$ cat src/design/rmsp_sqrt.sv
// ----------------------------------------------------------------------------
// RMSprop pipelined square root
// Restoring integer square root, two result bits per stage, with a side tag.
// ----------------------------------------------------------------------------
module rmsp_sqrt #(
  parameter int unsigned InW  = 64,
  parameter int unsigned TagW = 8
) (
  input  logic                clk_i,
  input  logic                rst_ni,
  input  logic                valid_i,
  input  logic [InW-1:0]      rad_i,
  input  logic [TagW-1:0]     tag_i,
  output logic                valid_o,
  output logic [InW/2-1:0]    root_o,
  output logic [TagW-1:0]     tag_o
);
  localparam int unsigned RootW = InW / 2;
  localparam int unsigned PerSt = 2;
  localparam int unsigned NSt   = (RootW + PerSt - 1) / PerSt;

  logic [InW-1:0]   rem_q  [NSt+1];
  logic [InW-1:0]   rad_q  [NSt+1];
  logic [RootW-1:0] res_q  [NSt+1];
  logic [TagW-1:0]  tag_q  [NSt+1];
  logic [NSt:0]     vld_q;

  always_comb begin
    rem_q[0] = '0;
    rad_q[0] = rad_i;
    res_q[0] = '0;
    tag_q[0] = tag_i;
    vld_q[0] = valid_i;
  end

  for (genvar s = 0; s < NSt; s++) begin : g_st
    logic [InW-1:0]   rem_d, rad_d;
    logic [RootW-1:0] res_d;
    always_comb begin
      logic [InW+1:0] trial;
      logic [InW+1:0] rr;
      rem_d = rem_q[s];
      rad_d = rad_q[s];
      res_d = res_q[s];
      for (int k = 0; k < PerSt; k++) begin
        if (s * PerSt + k < RootW) begin
          rr    = {rem_d, rad_d[InW-1 -: 2]};
          trial = (InW+2)'({res_d, 2'b01});
          rad_d = {rad_d[InW-3:0], 2'b00};
          if (rr >= trial) begin
            rr    = rr - trial;
            res_d = {res_d[RootW-2:0], 1'b1};
          end else begin
            res_d = {res_d[RootW-2:0], 1'b0};
          end
          rem_d = rr[InW-1:0];
        end
      end
    end
    always_ff @(posedge clk_i or negedge rst_ni) begin
      if (!rst_ni) begin
        vld_q[s+1] <= 1'b0;
      end else begin
        vld_q[s+1] <= vld_q[s];
      end
    end
    always_ff @(posedge clk_i) begin
      rem_q[s+1] <= rem_d;
      rad_q[s+1] <= rad_d;
      res_q[s+1] <= res_d;
      tag_q[s+1] <= tag_q[s];
    end
  end

  assign valid_o = vld_q[NSt];
  assign root_o  = res_q[NSt];
  assign tag_o   = tag_q[NSt];
endmodule

$ cat config.mk
export PLATFORM = sky130hd
export DESIGN_NAME = rmsp_sqrt
export DESIGN_NICKNAME = d
export VERILOG_FILES = /design/src/design/rmsp_sqrt.sv
export SDC_FILE = /design/constraint.sdc
export NUM_CORES = 2
export LEC_CHECK = 0
export ABC_AREA = 0
export ABC_CLOCK_PERIOD_IN_PS = 6000
export BUFFER_PORTS_ARGS = -buffer_cell sky130_fd_sc_hd__buf_2
export CORE_ASPECT_RATIO = 2
export CORE_UTILIZATION = 35
export CTS_CLUSTER_SIZE = 8
export DETAILED_ROUTE_END_ITERATION = 7
export PLACE_DENSITY_LB_ADDON = 0.08
export SETUP_SLACK_MARGIN = 0.02
export SLEW_MARGIN = 0
export SYNTH_ARGS = -nofsm -noshare
export SYNTH_HDL_FRONTEND = slang
export SYNTH_SLANG_ARGS = --single-unit
$ cat constraint.sdc
create_clock -name clk_i -period 6 [get_ports clk_i]
set_input_delay 1.2 -clock clk_i [delete_from_list [all_inputs] [get_ports clk_i]]
set_output_delay 1.2 -clock clk_i [all_outputs]
set_load 0.005 [all_outputs]
; Word-level counts from Yosys, hierarchy flattened
; Cells that the tools add are included.
[word_totals]
input_bits = 75
reg_bits = 1856
out_inout_bits = 41
[classes]
n_addsub = 31
muxes = 63
magnitude_cmp = 32
[ops]
columns = op, n
row1 = 64-bit two-way mux, 31
row2 = 66-bit by 10-bit >= comparator with 1-bit output, 1
row3 = 66-bit by 11-bit >= comparator with 1-bit output, 1
row4 = 66-bit by 12-bit >= comparator with 1-bit output, 1
row5 = 66-bit by 13-bit >= comparator with 1-bit output, 1
row6 = 66-bit by 14-bit >= comparator with 1-bit output, 1
row7 = 66-bit by 15-bit >= comparator with 1-bit output, 1
row8 = 66-bit by 16-bit >= comparator with 1-bit output, 1
row9 = 66-bit by 17-bit >= comparator with 1-bit output, 1
row10 = 66-bit by 18-bit >= comparator with 1-bit output, 1
row11 = 66-bit by 19-bit >= comparator with 1-bit output, 1
row12 = 66-bit by 20-bit >= comparator with 1-bit output, 1
row13 = 66-bit by 21-bit >= comparator with 1-bit output, 1
row14 = 66-bit by 22-bit >= comparator with 1-bit output, 1
row15 = 66-bit by 23-bit >= comparator with 1-bit output, 1
row16 = 66-bit by 24-bit >= comparator with 1-bit output, 1
row17 = 66-bit by 25-bit >= comparator with 1-bit output, 1
row18 = 66-bit by 26-bit >= comparator with 1-bit output, 1
row19 = 66-bit by 27-bit >= comparator with 1-bit output, 1
row20 = 66-bit by 28-bit >= comparator with 1-bit output, 1
row21 = 66-bit by 29-bit >= comparator with 1-bit output, 1
row22 = 66-bit by 3-bit >= comparator with 1-bit output, 1
row23 = 66-bit by 30-bit >= comparator with 1-bit output, 1
row24 = 66-bit by 31-bit >= comparator with 1-bit output, 1
row25 = 41 further kinds, 72

; Logic depth before layout (Yosys ltp)
[depth]
ltp_word = 4
mapped_depth = 32
mapped_depth_nobuf = 29

; Least setup slack after synthesis
; Ideal clock, no wire load.
[synth_timing]
path_type = reg2reg
startpoint = register rem_q[226] (netlist name)
endpoint = register rem_q[132] (netlist name)
stages_incl_launch_ff = 27
setup_time_ns = 0.121
slack_ns = -0.643
t_arrival_ns = 6.522
path_buffers = 4
path_cell_list = dfxtp_1 -> or4_1 -> or3_1 -> or4_1 -> o41ai_2 -> nor2_1 -> nand2_2 -> clkbuf_1 -> buf_1 -> nor2_1 -> a21oi_1 -> ha_1 -> a21oi_1 -> o21bai_1 -> a21o_1 -> a21o_1 -> a21o_1 -> a21o_1 -> a221o_1 -> a31o_2 -> a221o_1 -> o211ai_1 -> and3_1 -> buf_1 -> nand2_2 -> buf_2 -> mux2_2
[synth_between]
elab_chain_cells = 4
elab_cells_between_ends = 7
[synth_lines]
columns = item, line_no
row1 = from (decl), 22  ; logic [InW-1:0] rem_q [NSt+1];
row2 = "from (signal, indexed assignment)", 68  ; rem_q[s+1] <= rem_d;
row3 = 66-bit by 28-bit >= comparator with 1-bit output or 64-bit by 28-bit subtractor with 64-bit output (tied branches), "50, 51"
row4 = 64-bit two-way mux or 1-bit two-way mux (tied branches), 50  ; if (rr >= trial) begin
row5 = 64-bit by 29-bit subtractor with 64-bit output or 66-bit by 29-bit >= comparator with 1-bit output (tied branches), "51, 50"
row6 = 64-bit two-way mux (*), 50
; Every way passes the cells marked *; elsewhere a longest branch is shown, timed or not.

; Final worst setup path
[layout_timing]
startpoint = register rem_q[316] (netlist name)
endpoint = register rem_q[225] (netlist name)
[layout_between]
elab_chain_cells = 4
elab_cells_between_ends = 7
[layout_lines]
columns = item, line_no
row1 = 66-bit by 26-bit >= comparator with 1-bit output or 64-bit by 26-bit subtractor with 64-bit output (tied branches), "50, 51"
row2 = 64-bit two-way mux or 1-bit two-way mux (tied branches), 50
row3 = 64-bit by 27-bit subtractor with 64-bit output or 66-bit by 27-bit >= comparator with 1-bit output (tied branches), "51, 50"
row4 = 64-bit two-way mux (*), 50
; Marked as above.

==> out/results.tsv <==
metric	value	unit
status	finished with violations	
violations	setup timing	
setup_violations	2	
r2r_end	rem_q[225]	
synth.distinct_cells	123	
ys.warnings.count	0	
cts_tree	done	
antenna_found_initial	71	
highest_layer	met5	
slowest_delay	0.82	ns
areaGrowthSynthToFinish	38.3	%
numCtsBuffers	272	
ys.flop_type	dfxtp_1	
grt-ovfl-total	0	
die_h	774	µm
crit_type	reg -> reg	
track_usage	32.8	%
cellPowerDensity	355	mW/mm²
required	6.71	ns
final_layout_size_suffix_gt1_share	28.7	%
avgSynthCellArea	8.36	µm²
cts_buffer_depth	4	
min_period	6.05	ns
routabilityCongestion	1.00	
total_power	51.3	mW
core_region_area	0.297	mm²
p_leak	63.9	nW
slew_headroom	19.3	%
drt_iter0_markers	5381	
drc	0	
clk_latency	0.89	ns
vias	108000	
tightest_slew	1.21	ns
cts.clk_slew.worst_paths	0.06	ns
grt_max_degree	45	
htree_levels	5	
cp_cell_sequence	nor4_1, nand4_1, nor3_4, nand2_8, buf_12, nor2_4, a21oi_1, buf_4, ha_1, and3_4, nand3_1, nor4_2, buf_4, nand2b_1, mux2i_1, nand3_1, or4_1, o211a_1, and4_4, inv_4, nand4b_1, or4_1, xor2_1	
synth_edf_count	0	
hold_viol_final	0	
maxCapViolCount	0	
syn_area	0.104	mm²
dieArea	0.300	mm²
grt_pass1_wl	727	mm
cp_slowest_cell	nor4_1	
ys_seq_area_share	34.7	%
grt_pass1_vias	113000	
initial_core_util	35.2	%
hold_slack	0.262	ns
critPathMaxFanout	16	
ys_ff_latch	1803	
final_nets	16200	
cts_num_sinks	1803	
preCtsSetupSlack	-0.979	ns
synthArstFlopShare	0.887	%
hold_class	in -> async	
wl_met2	283	mm
ant_nets	0	
reg2reg_depth	23	
drv_slew	0	
die_w	388	µm
fin_worst_skew	0.0687	ns
wl_per_cell	26.0	µm
root_buffer	clkbuf_16	
rr_startpoint	rem_q[316]	
rows	283	
clock.fmax	0.165	GHz
place_hpwl	430	mm
startpoint_type	flip-flop	
fin_tns_setup	-0.0726	ns
worst_slack	-0.0549	ns
period_share	101	%
wl_met1	145	mm
firstDrtPassIters	8	
route.met3.wl	17.9	mm
rsz0062_at_grt	true	
dpl_cell_area	0.131	mm²
synthCells	12500	
port_buffers	115	
synth.top_cells.by_area	dfxtp_1 34%, xnor2_1 7.3%, ha_1 6.7%, xor2_1 4.9%, a21oi_1 3.9%	
synth_top_area_share	34.3	%
routed_wl	513	mm
synth_top_area_cell	dfxtp_1	
crit_arrival	6.76	ns
finalInstanceArea	0.144	mm²
io_pins	116	
regToRegSetupSlack	-0.05	ns
end_kind	flip-flop	
viasPerCell	5.50	
ir_worst_vdd	0.393	mV
[cell families after synthesis]
| kind of cell | after synthesis | share of synthesized area, % |
|---|---|---|
| flip-flops | 1803 | 34.7 |
| AO/OA/AOI/OAI | 2637 | 16.5 |
| adder cells (fa/ha/maj) | 558 | 6.69 |
| buffers and inverters | 952 | 3.57 |
| XOR/XNOR | 1449 | 12.2 |
| AND/OR/NAND/NOR | 4977 | 25.3 |
| multiplexers | 109 | 1.15 |
| other | 1 | 0.00359 |
[worst max-delay path by stage]
stage / endpoint / slack, ns / startpoint / depth (start not counted)
after floorplan: rem_q[519] / -0.12 / rem_q[593] / 27
after global placement: rem_q[176] / -1.00 / res_q[96] / 27
after detailed placement: rem_q[395] / -0.98 / res_q[229] / 23
after CTS: rem_q[181] / 0.003 / res_q[108] / 30
after global routing: rem_q[225] / -0.29 / res_q[133] / 28
final: rem_q[225] / -0.05 / rem_q[316] / 23
[per-layer routing]
layer,vias up,global-route usage [%]
met1,51600,24.9
li1,51400,-
met3,1983,4.27
met2,3431,65.3
met4,20,37.1
met5,-,0
[synth_stat cells (292+ instances only)]
cell	instances
a21o_1	296
a21oi_1	823
clkbuf_1	292
dfxtp_1	1787
ha_1	558
inv_1	546
nand2_1	923
nand3_1	404
nand4_1	312
nor2_1	1083
nor3_1	489
nor4_1	333
o21ai_0	460
xnor2_1	864
xor2_1	585
[per-stage QoR]
step                      std cells  utilization [%]
final                         19700             48.6
after global routing          19700             48.6
after CTS                     19400             47.3
after detailed placement      19000             44.3
after global placement        19000             44.3
after floorplan               12500                -
[sequential cells by signal (all words and copies together), names as in the netlist]
| register | count |
|---|---|
| root_o | 32 |
| tag_o | 8 |
| rad_q | 60 |
| vld_q | 15 |
| rem_q | 907 |
| res_q | 240 |
| valid_o | 1 |
| tag_q | 120 |
| g_st.rad_d | 420 |
[power by group]
part | internal [mW] | total, mW | switching (mW)
Combinational | 9.05 | 20.8 | 11.7
Clock | 8.29 | 14.0 | 5.67
Sequential | 14.1 | 16.6 | 2.52
Total | 31.4 | 51.3 | 19.9
[layout by cell type, fill, tap and decap left out, types with 408 or more instances in the layout]
master,count
buf_4,2991
dfxtp_1,1718
nor2_1,1038
nand2_1,893
xnor2_1,849
a21oi_1,737
xor2_1,566
inv_1,521
ha_1,501
nor3_1,455
o21ai_0,408
[critical path, delay by kind of cell, from the launching register on]
kind | cells | cell delay, ns
multiplexers | 1 | 0.17
adder cells (fa/ha/maj) | 1 | 0.29
AND/OR/NAND/NOR | 14 | 4.06
flip-flops | 1 | 0.34
AO/OA/AOI/OAI | 2 | 0.29
XOR/XNOR | 1 | 0.15
buffers and inverters | 4 | 0.57
[final cells by class]
type	count	area [µm²]
diodes	201	503
clock buffers	305	7090
clock inverters	24	325
fillers	29300	152000
inverters	558	2150
multi-input cells	9736	68100
flip-flops and latches	1803	36300
well taps	3847	4810
repair buffers	3234	25100
repair inverters	1	7.51
[timing repair]
item | CTS | global route
gates resized for setup | 306 | 568
buffers inserted | 41 | 95
pin swaps | 71 | 200
hold buffers | 0 | 0
setup endpoints to repair | 657 | 742
gates cloned | 2 | 13
(Power assumes the default switching activity.)
